File: config.mk
export PLATFORM = sky130hd
export DESIGN_NAME = rgb_led_pulse_encoder
export DESIGN_NICKNAME = d
export VERILOG_FILES = /design/src/rtl/core/rgbenc_pkg.sv /design/src/rtl/core/rgb_led_pulse_encoder.sv
export SDC_FILE = /design/constraint.sdc
export NUM_CORES = 1
export LEC_CHECK = 0
export ABC_AREA = 1
export ABC_CLOCK_PERIOD_IN_PS = 6950
export BUFFER_PORTS_ARGS = -buffer_cell sky130_fd_sc_hd__buf_2
export CAP_MARGIN = 15
export CORE_MARGIN = 2
export CORE_UTILIZATION = 40
export DETAILED_ROUTE_END_ITERATION = 7
export SLEW_MARGIN = 20
export SYNTH_ARGS = -nofsm -noshare
export SYNTH_HDL_FRONTEND = slang
export SYNTH_SLANG_ARGS = --single-unit
File: constraint.sdc
create_clock -name clk -period 6.95 [get_ports clk]
set_clock_uncertainty 0.1 [all_clocks]
set_input_delay 1.39 -clock clk [delete_from_list [all_inputs] [get_ports clk]]
set_output_delay 1.39 -clock clk [all_outputs]
set_load 0.1 [all_outputs]
File: src/rtl/core/rgbenc_pkg.sv
// rgbenc_pkg: shared constants and types for the rgb led pulse encoder
// no dependencies
package rgbenc_pkg;

	localparam int FRAME_BITS = 24;
	localparam int CNT_W      = $clog2(FRAME_BITS);
	localparam int CHAN_W     = 8;
	localparam int TICK_W     = 15;
	localparam int COLOUR_W   = 3 * CHAN_W;
	localparam int PROD_W     = 2 * CHAN_W;
	localparam int ADDR_W     = 4;
	localparam int DATA_W     = 32;

	localparam logic [COLOUR_W-1:0] COLOUR_MASK = 24'hFF_FFFF;

	typedef enum logic [1:0] {
		REG_ZERO_HIGH = 2'd0,
		REG_ZERO_LOW  = 2'd1,
		REG_ONE_HIGH  = 2'd2,
		REG_ONE_LOW   = 2'd3
	} reg_idx_t;

	typedef logic [TICK_W-1:0] tick_t;
	typedef logic [CHAN_W-1:0] chan_t;

	// floor(c * b / 255), exact for any 16-bit product
	function automatic chan_t scale_chan(input chan_t c, input chan_t b);
		logic [PROD_W-1:0] p;
		logic [PROD_W:0]   s;
		p = c * b;
		s = {1'b0, p} + {9'b0, p[PROD_W-1:CHAN_W]} + 17'd1;
		return s[PROD_W-1:CHAN_W];
	endfunction

endpackage

File: src/rtl/core/rgb_led_pulse_encoder.sv
// rgb_led_pulse_encoder: an accepted command passes the input register into the bit shifter before its first bit beat
// throughput one frame of FRAME_BITS beats per command, one beat every cycle, back to back,
// set by the single bit shifter; the next command waits in the input register
// results cannot be stalled; asynchronous active-low reset clears control state and
// restores the default tick registers
module rgb_led_pulse_encoder (
	input  logic                                clk,
	input  logic                                arst_n,
	input  logic                                start,
	output logic                                busy,
	input  logic [rgbenc_pkg::CHAN_W-1:0]       red,
	input  logic [rgbenc_pkg::CHAN_W-1:0]       green,
	input  logic [rgbenc_pkg::CHAN_W-1:0]       blue,
	input  logic [rgbenc_pkg::CHAN_W-1:0]       bright,
	output logic                                strobe,
	output logic [rgbenc_pkg::TICK_W-1:0]       high_ticks,
	output logic [rgbenc_pkg::TICK_W-1:0]       low_ticks,
	output logic                                bit_value,
	output logic                                last_bit,
	input  logic                                psel,
	input  logic                                penable,
	input  logic                                pwrite,
	input  logic [rgbenc_pkg::ADDR_W-1:0]       paddr,
	input  logic [rgbenc_pkg::DATA_W-1:0]       pwdata,
	output logic [rgbenc_pkg::DATA_W-1:0]       prdata,
	output logic                                pready
);

	rgbenc_pkg::tick_t zero_high_q, zero_low_q, one_high_q, one_low_q;

	logic                          valid_s1;
	rgbenc_pkg::chan_t             red_s1, green_s1, blue_s1, bright_s1;

	logic                                   active_q;
	logic [rgbenc_pkg::CNT_W-1:0]           count_q;
	logic [rgbenc_pkg::FRAME_BITS-1:0]      shift_q;

	logic                                   last_beat;
	logic                                   free;
	logic                                   accept;
	logic                                   wr_en;
	rgbenc_pkg::reg_idx_t                   wr_idx;
	logic [rgbenc_pkg::COLOUR_W-1:0]        colour;

	assign pready = 1'b1;
	assign wr_en  = psel & penable & pwrite;
	assign wr_idx = rgbenc_pkg::reg_idx_t'(paddr[3:2]);

	always_ff @(posedge clk or negedge arst_n) begin
		if (!arst_n) begin
			zero_high_q <= 15'd14;
			zero_low_q  <= 15'd32;
			one_high_q  <= 15'd28;
			one_low_q   <= 15'd24;
		end else if (wr_en) begin
			case (wr_idx)
				rgbenc_pkg::REG_ZERO_HIGH: zero_high_q <= pwdata[rgbenc_pkg::TICK_W-1:0];
				rgbenc_pkg::REG_ZERO_LOW:  zero_low_q  <= pwdata[rgbenc_pkg::TICK_W-1:0];
				rgbenc_pkg::REG_ONE_HIGH:  one_high_q  <= pwdata[rgbenc_pkg::TICK_W-1:0];
				rgbenc_pkg::REG_ONE_LOW:   one_low_q   <= pwdata[rgbenc_pkg::TICK_W-1:0];
				default: ;
			endcase
		end
	end

	always_comb begin
		case (wr_idx)
			rgbenc_pkg::REG_ZERO_HIGH: prdata = {17'b0, zero_high_q};
			rgbenc_pkg::REG_ZERO_LOW:  prdata = {17'b0, zero_low_q};
			rgbenc_pkg::REG_ONE_HIGH:  prdata = {17'b0, one_high_q};
			rgbenc_pkg::REG_ONE_LOW:   prdata = {17'b0, one_low_q};
			default:                   prdata = '0;
		endcase
	end

	assign last_beat = active_q &&
		(count_q == rgbenc_pkg::CNT_W'(rgbenc_pkg::FRAME_BITS - 1));
	assign free   = !active_q || last_beat;
	assign busy   = valid_s1 && !free;
	assign accept = start && !busy;

	// input register
	always_ff @(posedge clk or negedge arst_n) begin
		if (!arst_n) begin
			valid_s1 <= 1'b0;
		end else if (accept) begin
			valid_s1 <= 1'b1;
		end else if (free) begin
			valid_s1 <= 1'b0;
		end
	end

	always_ff @(posedge clk) begin
		if (accept) begin
			red_s1    <= red;
			green_s1  <= green;
			blue_s1   <= blue;
			bright_s1 <= bright;
		end
	end

	// scale and pack, red high
	assign colour = {rgbenc_pkg::scale_chan(red_s1, bright_s1),
		rgbenc_pkg::scale_chan(green_s1, bright_s1),
		rgbenc_pkg::scale_chan(blue_s1, bright_s1)} & rgbenc_pkg::COLOUR_MASK;

	// bit shifter, msb first
	always_ff @(posedge clk or negedge arst_n) begin
		if (!arst_n) begin
			active_q <= 1'b0;
			count_q  <= '0;
		end else if (free && valid_s1) begin
			active_q <= 1'b1;
			count_q  <= '0;
		end else if (last_beat) begin
			active_q <= 1'b0;
			count_q  <= '0;
		end else if (active_q) begin
			count_q  <= count_q + 1'b1;
		end
	end

	always_ff @(posedge clk) begin
		if (free && valid_s1) begin
			shift_q <= rgbenc_pkg::FRAME_BITS'(colour);
		end else if (active_q) begin
			shift_q <= {shift_q[rgbenc_pkg::FRAME_BITS-2:0], 1'b0};
		end
	end

	assign strobe     = active_q;
	assign bit_value  = shift_q[rgbenc_pkg::FRAME_BITS-1];
	assign high_ticks = bit_value ? one_high_q : zero_high_q;
	assign low_ticks  = bit_value ? one_low_q : zero_low_q;
	assign last_bit   = last_beat;

endmodule

==> impl_results.md <==
- Status: finished, final reports clean
- Share of cells above drive strength 1: 0.104
- Final wirelength: 32,100 µm
- Nets: between 2,000 and 2,500
- Synthesized cell area: between 0.01 and 0.015 mm²
- Clk sinks: 123
- Hold Startpoint: zero_high_q[7]
- CP Max Fanout: 14
- Cells after synthesis: 1,923
- Hold slack: a little under 400 ps
- Initial Util: 0.405
- Final period util: 0.888
- Largest stage delay, worst path: a little over 700 ps
- Port buffer count: around 100
- Synth area leaders: nand2_1 16%, fa_1 15%, inv_1 12%
- Most common cell in the netlist: nand2_1
- Syn. warnings: 0
- Synthesis-stage register bit count: ~120
- Worst slew pin tran: 1020 ps
- Iteration count of the initial detailed-routing pass: 5
- CP max stage cell: edfxtp_1
- Synth Flop Type: dfrtp_1
- Vias in the first global route: 12,100
- Vias per inst: 4.74
- Later-pin clock latency in the skew report: 430 ps
- F_max: 0.162 GHz
- # DRC: 0
- Min-Delay Path Depth: 2
- Post-synth cell types: 45
- Inserted Diodes: 0
- CP Data Required Time: 7020 ps
- Slew HR: 0.317
- Synth top cells by count: 608 x nand2_1, 461 x inv_1, 127 x ha_1
- FF-to-FF End: shift_q[23]
- Hold buffers post-CTS: 0
- Seq/Total Area, Yosys: 0.241
- Routability cong.: 0.858
- Synth top area share: 0.164
- DRT antenna net count: 0
- CTS Buf Count: 17
- Synth async-reset ratio: 0.545
- Core Area: 0.0345 mm²
- Pin count of the biggest net entering global routing: around 70
- Number of max-cap violations: 0
- Critical path type: register to register
- IO Pins: 141
- CP dominant cell by count: nand2_1
- Area leader, netlist: nand2_1
- Final core occ: 0.447
- Root Driver: clkbuf_16
- Avg Cell Area, Syn: 7.26 µm²
- CP arrival: 6250 ps
- Hold Path End: zero_high_q[7]
- Total number of vias: 11,700
- CTS tree: built
- Area Overhead vs Synth: 10.2%
- Max-slew violation count: 0
- R2R Setup Slk: 780 ps
- Fin cells: 2,461
- First-pass GRT wire length: between 50,000 and 60,000 µm
- Row count: a little under 70
- GRT Total Usage: 0.190
- Clk slew on worst S/H paths: 70 ps
- Global route overflow: 0
- Worst r2r src: bright_s1[6]
- Number of setup violations in the final report: 0
- Final Hold Viols: 0
- Placed Cells: 2,429
- Setup TNS: 0 ps
- RSZ-0062 raised after global routing: no
- H-Tree Depth: 4
- Die X: 191 µm
- Die Ht: 191 µm
- Initial antenna violation count: 1
- Cts repair resizes: 0
- Iter 0 DRT Violations: 575
- Tightest Hold Check Type: register to register
- Setup bufs post-CTS: 0
- Crit path time final: 6170 ps
- Clock buffer depth: 2
- Worst setup EP type: register
- Post-synth EDFFs: 56
- Critical Path Source Type: register
- Wire per inst: 13.0 µm
- Final HPWL DP: ~25,000 µm
- Reg2reg path depth: 29
- Die Footprint: 0.0364 mm²
[layer usage]
metal,wire length (µm),part of all wire,GRT usage,up-vias
met5,12,0.00037,0,-
li1,-,-,-,5946
met4,470,0.015,0.0555,2
met2,16200,0.51,0.347,174
met3,1030,0.032,0.0263,30
met1,14300,0.45,0.231,5518
[layout by cell type, fill, tap and decap left out, types with 27 or more instances in the layout]
| cell type | instances |
|---|---|
| dfrtp_1 | 58 |
| nand2_1 | 608 |
| ha_1 | 127 |
| nor2_1 | 65 |
| fa_1 | 108 |
| o21ai_0 | 77 |
| a21oi_1 | 27 |
| inv_1 | 461 |
| nand3_1 | 88 |
| nand4_1 | 29 |
| buf_2 | 103 |
| edfxtp_1 | 56 |
[layout make-up]
type	count	area, µm²
fill	3546	19100
multi-input combinational	1270	8520
sequential	123	3370
inverter	463	1740
timing repair buffer	118	628
tap	455	569
clock buffer	18	439
clock inverter	14	123
[flip-flops by register name, indices dropped and copies added (netlist names)]
| signal | cells |
|---|---|
| red_s1 | 8 |
| bright_s1 | 8 |
| blue_s1 | 8 |
| zero_low_q | 15 |
| zero_high_q | 15 |
| one_high_q | 15 |
| shift_q | 24 |
| one_low_q | 15 |
| strobe | 1 |
| green_s1 | 8 |
| count_q | 5 |
| valid_s1 | 1 |
[metrics by stage]
stage / cell area, µm² / worst slack (ps)
2_1_floorplan: 14000 / 1380
3_3_place_gp: 14800 / 718
3_5_place_dp: 14800 / 735
4_1_cts: 15400 / 719
5_1_grt: 15400 / 239
6_report: 15400 / 777
[kinds of logic (layout without fill, tap and decap cells)]
kind of cell / Yosys count / in the layout / synth area share
buffers and inverters: 546 / 613 / 0.153
adder cells (fa/ha/maj): 235 / 235 / 0.269
AO/OA/AOI/OAI: 143 / 143 / 0.0595
AND/OR/NAND/NOR: 836 / 836 / 0.248
multiplexers: 18 / 18 / 0.0145
flip-flops: 123 / 123 / 0.241
XOR/XNOR: 20 / 20 / 0.0142
other: 2 / 18 / 0.000538
[worst max path at each step]
stage / from / endpoint / slack, ps / cells past startpoint
after floorplan: bright_s1[5] / shift_q[12] / 1380 / 29
after global placement: bright_s1[6] / shift_q[23] / 720 / 29
after detailed placement: bright_s1[4] / shift_q[8] / 730 / 26
after CTS: bright_s1[4] / shift_q[8] / 720 / 26
after global routing: bright_s1[6] / shift_q[23] / 240 / 29
final: bright_s1[6] / shift_q[23] / 780 / 29
[critical path: cells and delay by family, from the launching register on]
kind	cells	cell delay [ps]
compound gates	2	450
xor+xnor	1	260
fa+ha+maj	6	2550
buf+inv	6	670
flops	1	720
simple gates	14	1150
Power is not shown: default switching activity piles up to over one toggle a cycle in this logic, so the estimate is an artifact.
